--- src/hw/rtl/xseu_pkg.sv ---
package xseu_pkg;

    // Default size of the byte-wide data memory.
    localparam int unsigned MEM_BYTES_DEF = 65536;

    // Architectural register file.
    localparam int unsigned NUM_REGS  = 8;
    localparam int unsigned REG_IDX_W = $clog2(NUM_REGS);

    // Instruction queue between front and back.
    localparam int unsigned QDEPTH = 2;
    localparam int unsigned QPTR_W = $clog2(QDEPTH);
    localparam int unsigned QCNT_W = $clog2(QDEPTH + 1);

    // Sign bit of a 16-bit result.
    localparam logic [15:0] SIGN_BIT = 16'h8000;

    // Operation codes as they arrive on the kind field.
    localparam logic [2:0] KIND_MOV = 3'd0;
    localparam logic [2:0] KIND_ADD = 3'd1;
    localparam logic [2:0] KIND_SUB = 3'd2;
    localparam logic [2:0] KIND_CMP = 3'd3;
    localparam logic [2:0] KIND_JNE = 3'd4;

    // Source operand codes; both upper codes select a memory word.
    localparam logic [1:0] SRC_REG = 2'd0;
    localparam logic [1:0] SRC_IMM = 2'd1;

    typedef enum logic [2:0] {
        OP_MOV,
        OP_ADD,
        OP_SUB,
        OP_CMP,
        OP_JNE,
        OP_NOP
    } op_t;

    typedef enum logic {
        BS_CLEAR,
        BS_RUN
    } bstate_t;

    // Classified instruction as it travels through the queue.
    typedef struct packed {
        op_t                  op;
        logic                 dest_mem;
        logic                 src_mem;
        logic                 src_imm;
        logic [3:0]           dest_code;
        logic                 dest_ok;
        logic [REG_IDX_W-1:0] dest_idx;
        logic                 src_ok;
        logic [REG_IDX_W-1:0] src_idx;
        logic                 base_ok;
        logic [REG_IDX_W-1:0] base_idx;
        logic                 index_ok;
        logic [REG_IDX_W-1:0] index_idx;
        logic [15:0]          immediate;
        logic [15:0]          displacement;
        logic [2:0]           length;
    } uop_t;

    // Queue status seen by both sides.
    typedef struct packed {
        logic full;
        logic empty;
    } qstat_t;

    // A register code names a real register only in the range one to eight.
    function automatic logic reg_code_ok(input logic [3:0] code);
        return (code >= 4'd1) && (code <= 4'd8);
    endfunction

    function automatic logic [REG_IDX_W-1:0] reg_code_idx(input logic [3:0] code);
        logic [3:0] t;
        t = code - 4'd1;
        return t[REG_IDX_W-1:0];
    endfunction

endpackage

--- src/hw/rtl/xseu_front.sv ---
module xseu_front (
    input  logic [2:0]    kind,
    input  logic          dest_is_memory,
    input  logic [1:0]    source_kind,
    input  logic [3:0]    dest_reg,
    input  logic [3:0]    source_reg,
    input  logic [3:0]    base_reg,
    input  logic [3:0]    index_reg,
    input  logic [15:0]   immediate,
    input  logic [15:0]   displacement,
    input  logic [2:0]    length,
    input  logic          in_valid,
    output logic          in_stall,
    input  logic          clearing,
    input  xseu_pkg::qstat_t q_stat,
    output logic          push,
    output xseu_pkg::uop_t push_uop
);
    import xseu_pkg::*;

    // Words are held off while memory is being cleared or the queue is full.
    assign in_stall = clearing || q_stat.full;
    assign push     = in_valid && !in_stall;

    // Classify the incoming word into a queue entry.
    always_comb
    begin
        push_uop = '0;
        case (kind)
            KIND_MOV: push_uop.op = OP_MOV;
            KIND_ADD: push_uop.op = OP_ADD;
            KIND_SUB: push_uop.op = OP_SUB;
            KIND_CMP: push_uop.op = OP_CMP;
            KIND_JNE: push_uop.op = OP_JNE;
            default:  push_uop.op = OP_NOP;
        endcase
        push_uop.dest_mem     = dest_is_memory;
        push_uop.src_mem      = source_kind[1];
        push_uop.src_imm      = (source_kind == SRC_IMM);
        push_uop.dest_code    = dest_reg;
        push_uop.dest_ok      = reg_code_ok(dest_reg);
        push_uop.dest_idx     = reg_code_idx(dest_reg);
        push_uop.src_ok       = reg_code_ok(source_reg);
        push_uop.src_idx      = reg_code_idx(source_reg);
        push_uop.base_ok      = reg_code_ok(base_reg);
        push_uop.base_idx     = reg_code_idx(base_reg);
        push_uop.index_ok     = reg_code_ok(index_reg);
        push_uop.index_idx    = reg_code_idx(index_reg);
        push_uop.immediate    = immediate;
        push_uop.displacement = displacement;
        push_uop.length       = length;
    end

endmodule

--- config.mk ---
export PLATFORM = sky130hd
export DESIGN_NAME = xseu_front
export DESIGN_NICKNAME = d
export VERILOG_FILES = /design/src/hw/rtl/xseu_pkg.sv /design/src/hw/rtl/xseu_front.sv
export SDC_FILE = /design/constraint.sdc
export NUM_CORES = 1
export LEC_CHECK = 0
export BUFFER_PORTS_ARGS = -buffer_cell sky130_fd_sc_hd__buf_2
export CORE_MARGIN = 2
export CORE_UTILIZATION = 27
export DETAILED_ROUTE_END_ITERATION = 8
export GPL_ROUTABILITY_DRIVEN = 0
export PLACE_DENSITY = 0.83
export SLEW_MARGIN = 10
export SYNTH_ARGS = -nofsm -noshare
export SYNTH_HDL_FRONTEND = slang
export SYNTH_SLANG_ARGS = --single-unit
--- constraint.sdc ---
create_clock -name vclk -period 1
set_input_delay 0.2 -clock vclk [all_inputs]
set_output_delay 0.2 -clock vclk [all_outputs]
set_load 0.05 [all_outputs]
==> summary.md <==
| Metric | Value |
|---|---|
| Synth unique cells | `12` |
| CP max FO | `3` |
| Slew of the pin with the lowest slew margin | `0.252 ns` |
| Comb power frac | `100.0%` |
| Antenna cells | `0` |
| Core Box Area | `approximately 2300 µm²` |
| Total gr overflow | `0` |
| Initial Util | `28.9%` |
| Post-DP HPWL | `1290 µm` |
| Clock power share | `0%` |
| Leakage | `0.504 nW` |
| Slowest-stage cell, CP | `buf_6` |
| Post-synth top area cell | `buf_4` |
| Layout cells sized above 1 | `a little over nine tenths` |
| Crit path time final | `1.23 ns` |
| Initial drt markers | `1` |
| Area contributors post-synth | `buf_4, ha_1, inv_1, xor2_1, nor3b_1` |
| Global-route usage over all layers | `10.2%` |
| Synth-to-layout area growth | `79.4%` |
| Post-synth top area share | `47.3%` |
| Synth Instances | `a little under 90` |
| Hold buffers post-CTS | `0` |
| Die height | `53.1 µm` |
| Fill cells | `213` |
| DR WL/cell | `~11 µm` |
| Seq Cell Count | `0` |
| Seq pwr share | `0%` |
| Synth Net Count | `161` |
| Adder-Cell Fraction of Synth Area | `23.1%` |
| Synth warn | `0` |
| First-pass GRT wire length | `~2200 µm` |
| Crit end category | `primary output` |
| Crit share post-route | `123%` |
| Multiplexer share of the synthesized area | `0%` |
| Most frequent cells in the layout | `buf_2, buf_6, clkinvlp_4, buf_4, ha_4` |
| Final Max Slew Viols | `0` |
| Die W | `53.1 µm` |
| Switching share of power | `59.8%` |
| Hold Fails Final Rpt | `0` |
| Cell Pwr Density | `668 nW/µm²` |
| F_max | `slightly above 800 MHz` |
| Internal Power | `314 µW` |
| Clk_buf instances | `0` |
| Slowest stage delay, CP | `0.18 ns` |
| Post-synthesis simple-gate area fraction | `11.2%` |
| Total power | `780 µW` |
| Largest net degree at the start of global routing | `4` |
| Netlist Area Pre-Place | `651 µm²` |
| NetSw | `466 µW` |
| Worst EP arrival | `1.03 ns` |
| Final setup fails | `12` |
| IO Port Bufs | `51` |
| Syn avg cell area | `7.39 µm²` |
| Drt total wl | `about 1500 µm` |
| Failing checks | `setup timing` |
| Most common cell after layout, fill and taps aside | `buf_2` |
| Delay-heaviest family, CP | `buffers and inverters` |
| Seq/Total Area, Yosys | `0%` |
| Worst path required time | `~0.80 ns` |
| Setup CP Type | `input pin to primary output` |
| Post-detailed-route count of antenna-violating nets | `0` |
| Max VDD drop | `0.000430 V` |
| WHS | `0.400 ns` |
| Crit path cell chain | `buf_8 -> clkinvlp_4 -> ha_4 -> nor3b_4 -> o22ai_4 -> buf_6` |
| Startpoint Class | `input pin` |
| Sequential cell area | `0 µm²` |
| Initial antenna violation count | `0` |
| Rows | `17` |
| Drt first pass iters | `2` |
| Fin nets | `182` |
| Vias/cell | `4.31` |
| Run status | `finished with violations` |
| Slew HR | `83.3%` |
| Worst min path class | `input pin to primary output` |
| Ports | `~120` |
| RSZ-0062 raised after global routing | `yes` |
| Setup WS post-layout | `-0.233 ns` |
| XOR/XNOR share of the synthesized area | `5.38%` |
| Die ar. | `2820 µm²` |
| Largest family of logic cells by synthesized area | `buffers and inverters` |
| Maxcap violations | `0` |
| Compound-Gate Fraction of Synth Area | `5.00%` |
| Setup Fix Bufs, Post-CTS | `0` |
| Vias in the first global route | `581` |
| Drc violations | `0` |
| Area taken by multi-input logic gates | `571 µm²` |
| Buf/Inv on CP | `3` |
| DR vias | `582` |
## final timing paths
check,end,cells after the start,slack [ns],startpoint
setup / recovery,push_uop[42],6,-0.23,base_reg[0]
hold / removal,push_uop[13],0,0.40,displacement[10]
## final cells by class
class | count | share of cell area, %
Inverter | 13 | 7.18
Multi-Input combinational cell | 33 | 48.9
Tap cell | 28 | 3.00
Timing Repair Buffer | 61 | 40.9
## Yosys cell counts (all sizes together)
cell type and count:
o22ai 4, nor3b 4, nor2 1, buf 41, or2 1, inv 13
nor2b 2, ha 12, a21o 1, clkbuf 1, xor2 4, nand2 4
## per-layer routing
layer / share of wire (%) / GRT usage, % / routed length, µm
met1: 24 / 7.42 / 364
met2: 57 / 22.5 / 846
met3: 14 / 2.54 / 207
met4: 5.0 / 5.13 / 74
met5: 0 / 0 / 0
## cells by family after synthesis
| logic type | Yosys count |
|---|---|
| AOI/OAI and AO/OA | 5 |
| xor gates and xnor gates | 4 |
| adders and majority gates | 12 |
| buffers and inverters | 55 |
| and+or+nand+nor | 12 |
## through the flow
stage                     setup slack, ns  util [%]  TNS [ns]  std cells  area (µm²)
final                              -0.233      51.8     -1.77        135        1170
after global routing               -0.271      51.8     -2.14        135        1170
after CTS                          -0.234      51.0     -1.87        135        1150
after detailed placement           -0.389      43.0     -3.52        135         970
after global placement             -0.363      43.0     -3.19        135         970
after floorplan                    -0.441         -     -3.82         88         916
## power groups by stage
| stage | Sequential [mW] | Combinational, mW | Clock, mW |
|---|---|---|---|
| after floorplan | 0 | 0.882 | 0 |
| after global placement | 0 | 0.654 | 0 |
| after detailed placement | 0 | 0.668 | 0 |
| after CTS | 0 | 0.778 | 0 |
| after global routing | 0 | 0.822 | 0 |
| final | 0 | 0.780 | 0 |
## timing repair
item,4_1_cts,5_1_grt
setup endpoints to repair,13,14
resized for setup,57,6
pin swaps,14,6
No activity file was read; power rests on OpenSTA's default activity.
