`src/hw/rtl/xseu_pkg.sv`:
```
package xseu_pkg;

    // Default size of the byte-wide data memory.
    localparam int unsigned MEM_BYTES_DEF = 65536;

    // Architectural register file.
    localparam int unsigned NUM_REGS  = 8;
    localparam int unsigned REG_IDX_W = $clog2(NUM_REGS);

    // Instruction queue between front and back.
    localparam int unsigned QDEPTH = 2;
    localparam int unsigned QPTR_W = $clog2(QDEPTH);
    localparam int unsigned QCNT_W = $clog2(QDEPTH + 1);

    // Sign bit of a 16-bit result.
    localparam logic [15:0] SIGN_BIT = 16'h8000;

    // Operation codes as they arrive on the kind field.
    localparam logic [2:0] KIND_MOV = 3'd0;
    localparam logic [2:0] KIND_ADD = 3'd1;
    localparam logic [2:0] KIND_SUB = 3'd2;
    localparam logic [2:0] KIND_CMP = 3'd3;
    localparam logic [2:0] KIND_JNE = 3'd4;

    // Source operand codes; both upper codes select a memory word.
    localparam logic [1:0] SRC_REG = 2'd0;
    localparam logic [1:0] SRC_IMM = 2'd1;

    typedef enum logic [2:0] {
        OP_MOV,
        OP_ADD,
        OP_SUB,
        OP_CMP,
        OP_JNE,
        OP_NOP
    } op_t;

    typedef enum logic {
        BS_CLEAR,
        BS_RUN
    } bstate_t;

    // Classified instruction as it travels through the queue.
    typedef struct packed {
        op_t                  op;
        logic                 dest_mem;
        logic                 src_mem;
        logic                 src_imm;
        logic [3:0]           dest_code;
        logic                 dest_ok;
        logic [REG_IDX_W-1:0] dest_idx;
        logic                 src_ok;
        logic [REG_IDX_W-1:0] src_idx;
        logic                 base_ok;
        logic [REG_IDX_W-1:0] base_idx;
        logic                 index_ok;
        logic [REG_IDX_W-1:0] index_idx;
        logic [15:0]          immediate;
        logic [15:0]          displacement;
        logic [2:0]           length;
    } uop_t;

    // Queue status seen by both sides.
    typedef struct packed {
        logic full;
        logic empty;
    } qstat_t;

    // A register code names a real register only in the range one to eight.
    function automatic logic reg_code_ok(input logic [3:0] code);
        return (code >= 4'd1) && (code <= 4'd8);
    endfunction

    function automatic logic [REG_IDX_W-1:0] reg_code_idx(input logic [3:0] code);
        logic [3:0] t;
        t = code - 4'd1;
        return t[REG_IDX_W-1:0];
    endfunction

endpackage

```
`src/hw/rtl/xseu_queue.sv`:
```
module xseu_queue (
    input  logic             clk,
    input  logic             rst_n,
    input  logic             push,
    input  xseu_pkg::uop_t   push_uop,
    input  logic             pop,
    output xseu_pkg::uop_t   head_uop,
    output xseu_pkg::qstat_t q_stat
);
    import xseu_pkg::*;

    uop_t              entry_reg [QDEPTH];
    logic [QPTR_W-1:0] wr_ptr_reg;
    logic [QPTR_W-1:0] wr_ptr_next;
    logic [QPTR_W-1:0] rd_ptr_reg;
    logic [QPTR_W-1:0] rd_ptr_next;
    logic [QCNT_W-1:0] count_reg;
    logic [QCNT_W-1:0] count_next;

    assign q_stat.full  = (count_reg == QCNT_W'(QDEPTH));
    assign q_stat.empty = (count_reg == '0);
    assign head_uop     = entry_reg[rd_ptr_reg];

    // Pointer and fill count updates; pointers wrap at the queue depth.
    always_comb
    begin
        wr_ptr_next = wr_ptr_reg;
        rd_ptr_next = rd_ptr_reg;
        count_next  = count_reg;
        if (push)
        begin
            wr_ptr_next = (wr_ptr_reg == QPTR_W'(QDEPTH - 1)) ? '0 : wr_ptr_reg + 1'b1;
        end
        if (pop)
        begin
            rd_ptr_next = (rd_ptr_reg == QPTR_W'(QDEPTH - 1)) ? '0 : rd_ptr_reg + 1'b1;
        end
        if (push && !pop)
        begin
            count_next = count_reg + 1'b1;
        end
        else if (pop && !push)
        begin
            count_next = count_reg - 1'b1;
        end
    end

    always_ff @(posedge clk or negedge rst_n)
    begin
        if (!rst_n)
        begin
            wr_ptr_reg <= '0;
            rd_ptr_reg <= '0;
            count_reg  <= '0;
        end
        else
        begin
            wr_ptr_reg <= wr_ptr_next;
            rd_ptr_reg <= rd_ptr_next;
            count_reg  <= count_next;
        end
    end

    // Entry storage carries payload only.
    always_ff @(posedge clk)
    begin
        if (push)
        begin
            entry_reg[wr_ptr_reg] <= push_uop;
        end
    end

endmodule

```
`config.mk`:
```
export PLATFORM = sky130hd
export DESIGN_NAME = xseu_queue
export DESIGN_NICKNAME = d
export VERILOG_FILES = /design/src/hw/rtl/xseu_pkg.sv /design/src/hw/rtl/xseu_queue.sv
export SDC_FILE = /design/constraint.sdc
export NUM_CORES = 1
export LEC_CHECK = 0
export ABC_AREA = 1
export BUFFER_PORTS_ARGS = -buffer_cell sky130_fd_sc_hd__buf_4
export CAP_MARGIN = 20
export CORE_ASPECT_RATIO = 1.1
export CORE_MARGIN = 5
export CORE_UTILIZATION = 50
export DETAILED_ROUTE_END_ITERATION = 8
export PLACE_DENSITY_LB_ADDON = 0.1
export SYNTH_ARGS = -nofsm -noshare
export SYNTH_HDL_FRONTEND = slang
export SYNTH_SLANG_ARGS = --single-unit
```
`constraint.sdc`:
```
create_clock -name clk -period 7.8 [get_ports clk]
set_input_delay 0 -clock clk [delete_from_list [all_inputs] [get_ports clk]]
set_output_delay 0 -clock clk [all_outputs]
set_load 0.03 [all_outputs]
```
==> results_dict.tcl <==
set metrics [dict create \
    status "completed" \
    worst_pin_slew_ps 700 \
    min_path_cells 2 \
    rows 38 \
    post-route-util 0.736 \
    vias 2607 \
    antenna_found_initial 0 \
    hold_class "in -> reg" \
    core_um2 9750 \
    maxCapViolations 0 \
    die_w_um 104 \
    layout_min_cycle_time_ps 2200 \
    fin_tns_setup_ps 0 \
    syn_area_um2 4910 \
    cts_tree "done" \
    finalMaxSlewViolations 0 \
    cts_made_buffers 17 \
    wl_per_cell_um 16.0 \
    globalplace.congestion 0.701 \
    yosysUniqueCellTypes 14 \
    r2r_start "wr_ptr_reg$_DFFE_PN0P_" \
    port_buffers 127 \
    start_util 0.504 \
    leakage_nw 2.94 \
    track_usage 0.158 \
    synth_cells 215 \
    reg2reg_slack_ps 6060 \
    grt_pass1_wl_mm 14.4 \
    critPathRequiredTime_ps 7800 \
    largest_reg_flops 122 \
    setup-violations-final 0 \
    synth.area.top_cells "edfxtp_1 (75%), mux2_4 (18%), buf_12 (2.4%)" \
    slew_headroom 0.533 \
    yosysTopAreaCell "edfxtp_1" \
    synthToLayoutAreaGrowth_pct 46.1 \
    grt_max_degree 54 \
    critPathCapture "head_uop[41]" \
    critPathLaunch "rd_ptr_reg$_DFFE_PN0P_" \
    cts_sinks 126 \
    drc_errors 0 \
    r2r_cells 2 \
    dpl.hpwl_mm 5.51 \
    rsz0062_at_grt "no" \
    ios 128 \
    dp_cells 458 \
    ys.flop_type "edfxtp_1" \
    async_reset_ff_frac 0.0317 \
    drt-pass1-iter-count 6 \
    worst_setup_path_end_kind "primary output" \
    synth.top_cells.by_count "edfxtp_1 (122), mux2_4 (59), inv_1 (7), buf_12 (6), nand2_1 (5)" \
    fin_worst_skew_ps 5.39 \
    finalNonFillerCells 555 \
    arrival_ps 2200 \
    grt_overflow 0 \
    cp_max_fo 33 \
    drive_gt1_frac 0.513 \
    timing.final.crit_share 0.282 \
    die_h_um 114 \
    cts_root_buf "clkbuf_8" \
    die_area_um2 11900 \
    finalPower_mw 2.72 \
    syn-mean-instance-area_um2 22.8 \
    setup_ws_ps 5600 \
    first_iter_violations 91 \
    ys_seq_elements 126 \
    ant_nets 0 \
    clk-insertion-delay-late_ps 500 \
    htree_levels 4 \
    fmax_ghz 0.454 \
    ir_drop_mv 0.249 \
    synthMostInstantiatedCell "edfxtp_1" \
    cellPowerDensity_nw_per_um2 380 \
    start_kind "flop" \
    path_clk_slew_ps 60 \
    synth_nets 281 \
    diodes 0 \
    synth-seq-area-share 0.767 \
    ys_warn_count 0 \
    drt_wl_total_mm 8.90 \
    timing.rr.end "entry_reg[0][38]$_DFFE_PP_" \
    synth_top_area_share 0.746 \
    fillers 608 \
    hold_viol 0 \
    synth_edf_count 122 \
    cts_buffer_depth 2 \
    grt_pass1_vias 2845 \
    dp_slack_ps 6010 \
    path_class "reg -> out" \
    detail_route.vias_per_cell 4.70 \
    fin_nets 488 \
]
## through the flow
| stage | instance area [um2] | hold WS [ps] |
|---|---|---|
| 6_report | 7170 | 226 |
| 2_1_floorplan | 4910 | -296 |
| 4_1_cts | 7170 | 202 |
| 3_5_place_dp | 5940 | -199 |
| 3_3_place_gp | 5910 | -201 |
| 5_1_grt | 7170 | 207 |
## final cells by class
class | instances | area, um2 | area share
flip-flops and latches | 126 | 3770 | 0.525
repair buffers | 195 | 1650 | 0.230
multi-input cells | 75 | 996 | 0.139
inverters | 7 | 26.3 | 0.00366
well taps | 120 | 150 | 0.0209
clock buffers | 19 | 422 | 0.0588
clock inverters | 13 | 165 | 0.0230
## cells in the final DEF (no fill, tap or decap)
cell	instances
nand4_1	1
clkbuf_1	2
xor2_1	2
nor2_4	1
bufinv_16	3
buf_4	129
clkinv_2	1
inv_2	1
xnor2_1	1
nor2_1	2
mux2_2	2
buf_16	1
inv_6	2
clkbuf_16	16
clkinvlp_4	3
dlygate4sd3_1	65
ha_1	1
clkinv_1	1
clkbuf_8	1
nand3_1	1
clkinv_4	3
nand2_1	5
edfxtp_1	122
dfrtp_1	3
dfrtp_4	1
mux2_4	59
inv_1	6
## worst max-delay path: stages, from the launching register on
cell	delay (ps)
dfrtp_4	810
buf_16	320
mux2_2	380
buf_4	170
## per-layer routing
metal  track usage  wire length [um]
met5             0                 0
met4        0.0570               113
met3        0.0583               521
met2         0.280              4780
met1         0.173              3490
## how the worst min path moves through the flow
stage                             from  slack, ps                    endpoint
after global routing       push_uop[8]        210   entry_reg[1][8]$_DFFE_PP_
after floorplan                  rst_n       -300    count_reg[0]$_DFFE_PN0P_
after CTS                 push_uop[33]        200  entry_reg[0][33]$_DFFE_PP_
after global placement           rst_n       -200    count_reg[1]$_DFFE_PN0P_
after detailed placement         rst_n       -200    count_reg[0]$_DFFE_PN0P_
final                     push_uop[59]        230  entry_reg[1][59]$_DFFE_PP_
## kinds of logic after synthesis
group | count (synthesis) | synth area share
xor+xnor | 3 | 0.00535
fa+ha+maj | 1 | 0.00255
buf+inv | 14 | 0.0321
flops | 126 | 0.767
mux | 61 | 0.185
simple gates | 10 | 0.00841
## repair_timing
| item | CTS | global route |
|---|---|---|
| hold buffers | 65 | 0 |
| buffers inserted | 0 | 0 |
| endpoints found under the setup margin | 0 | 0 |
| hold endpoints to repair | 137 | 0 |
| resized for setup | 0 | 0 |
## where the power goes
group	leakage, nW	switching, mW	total, mW	internal (mW)
sequential	1.19	0.0801	0.982	0.902
combinational	1.47	0.523	0.983	0.460
clock	0.276	0.270	0.758	0.488
total	2.94	0.874	2.72	1.85
(Power assumes the default switching activity.)
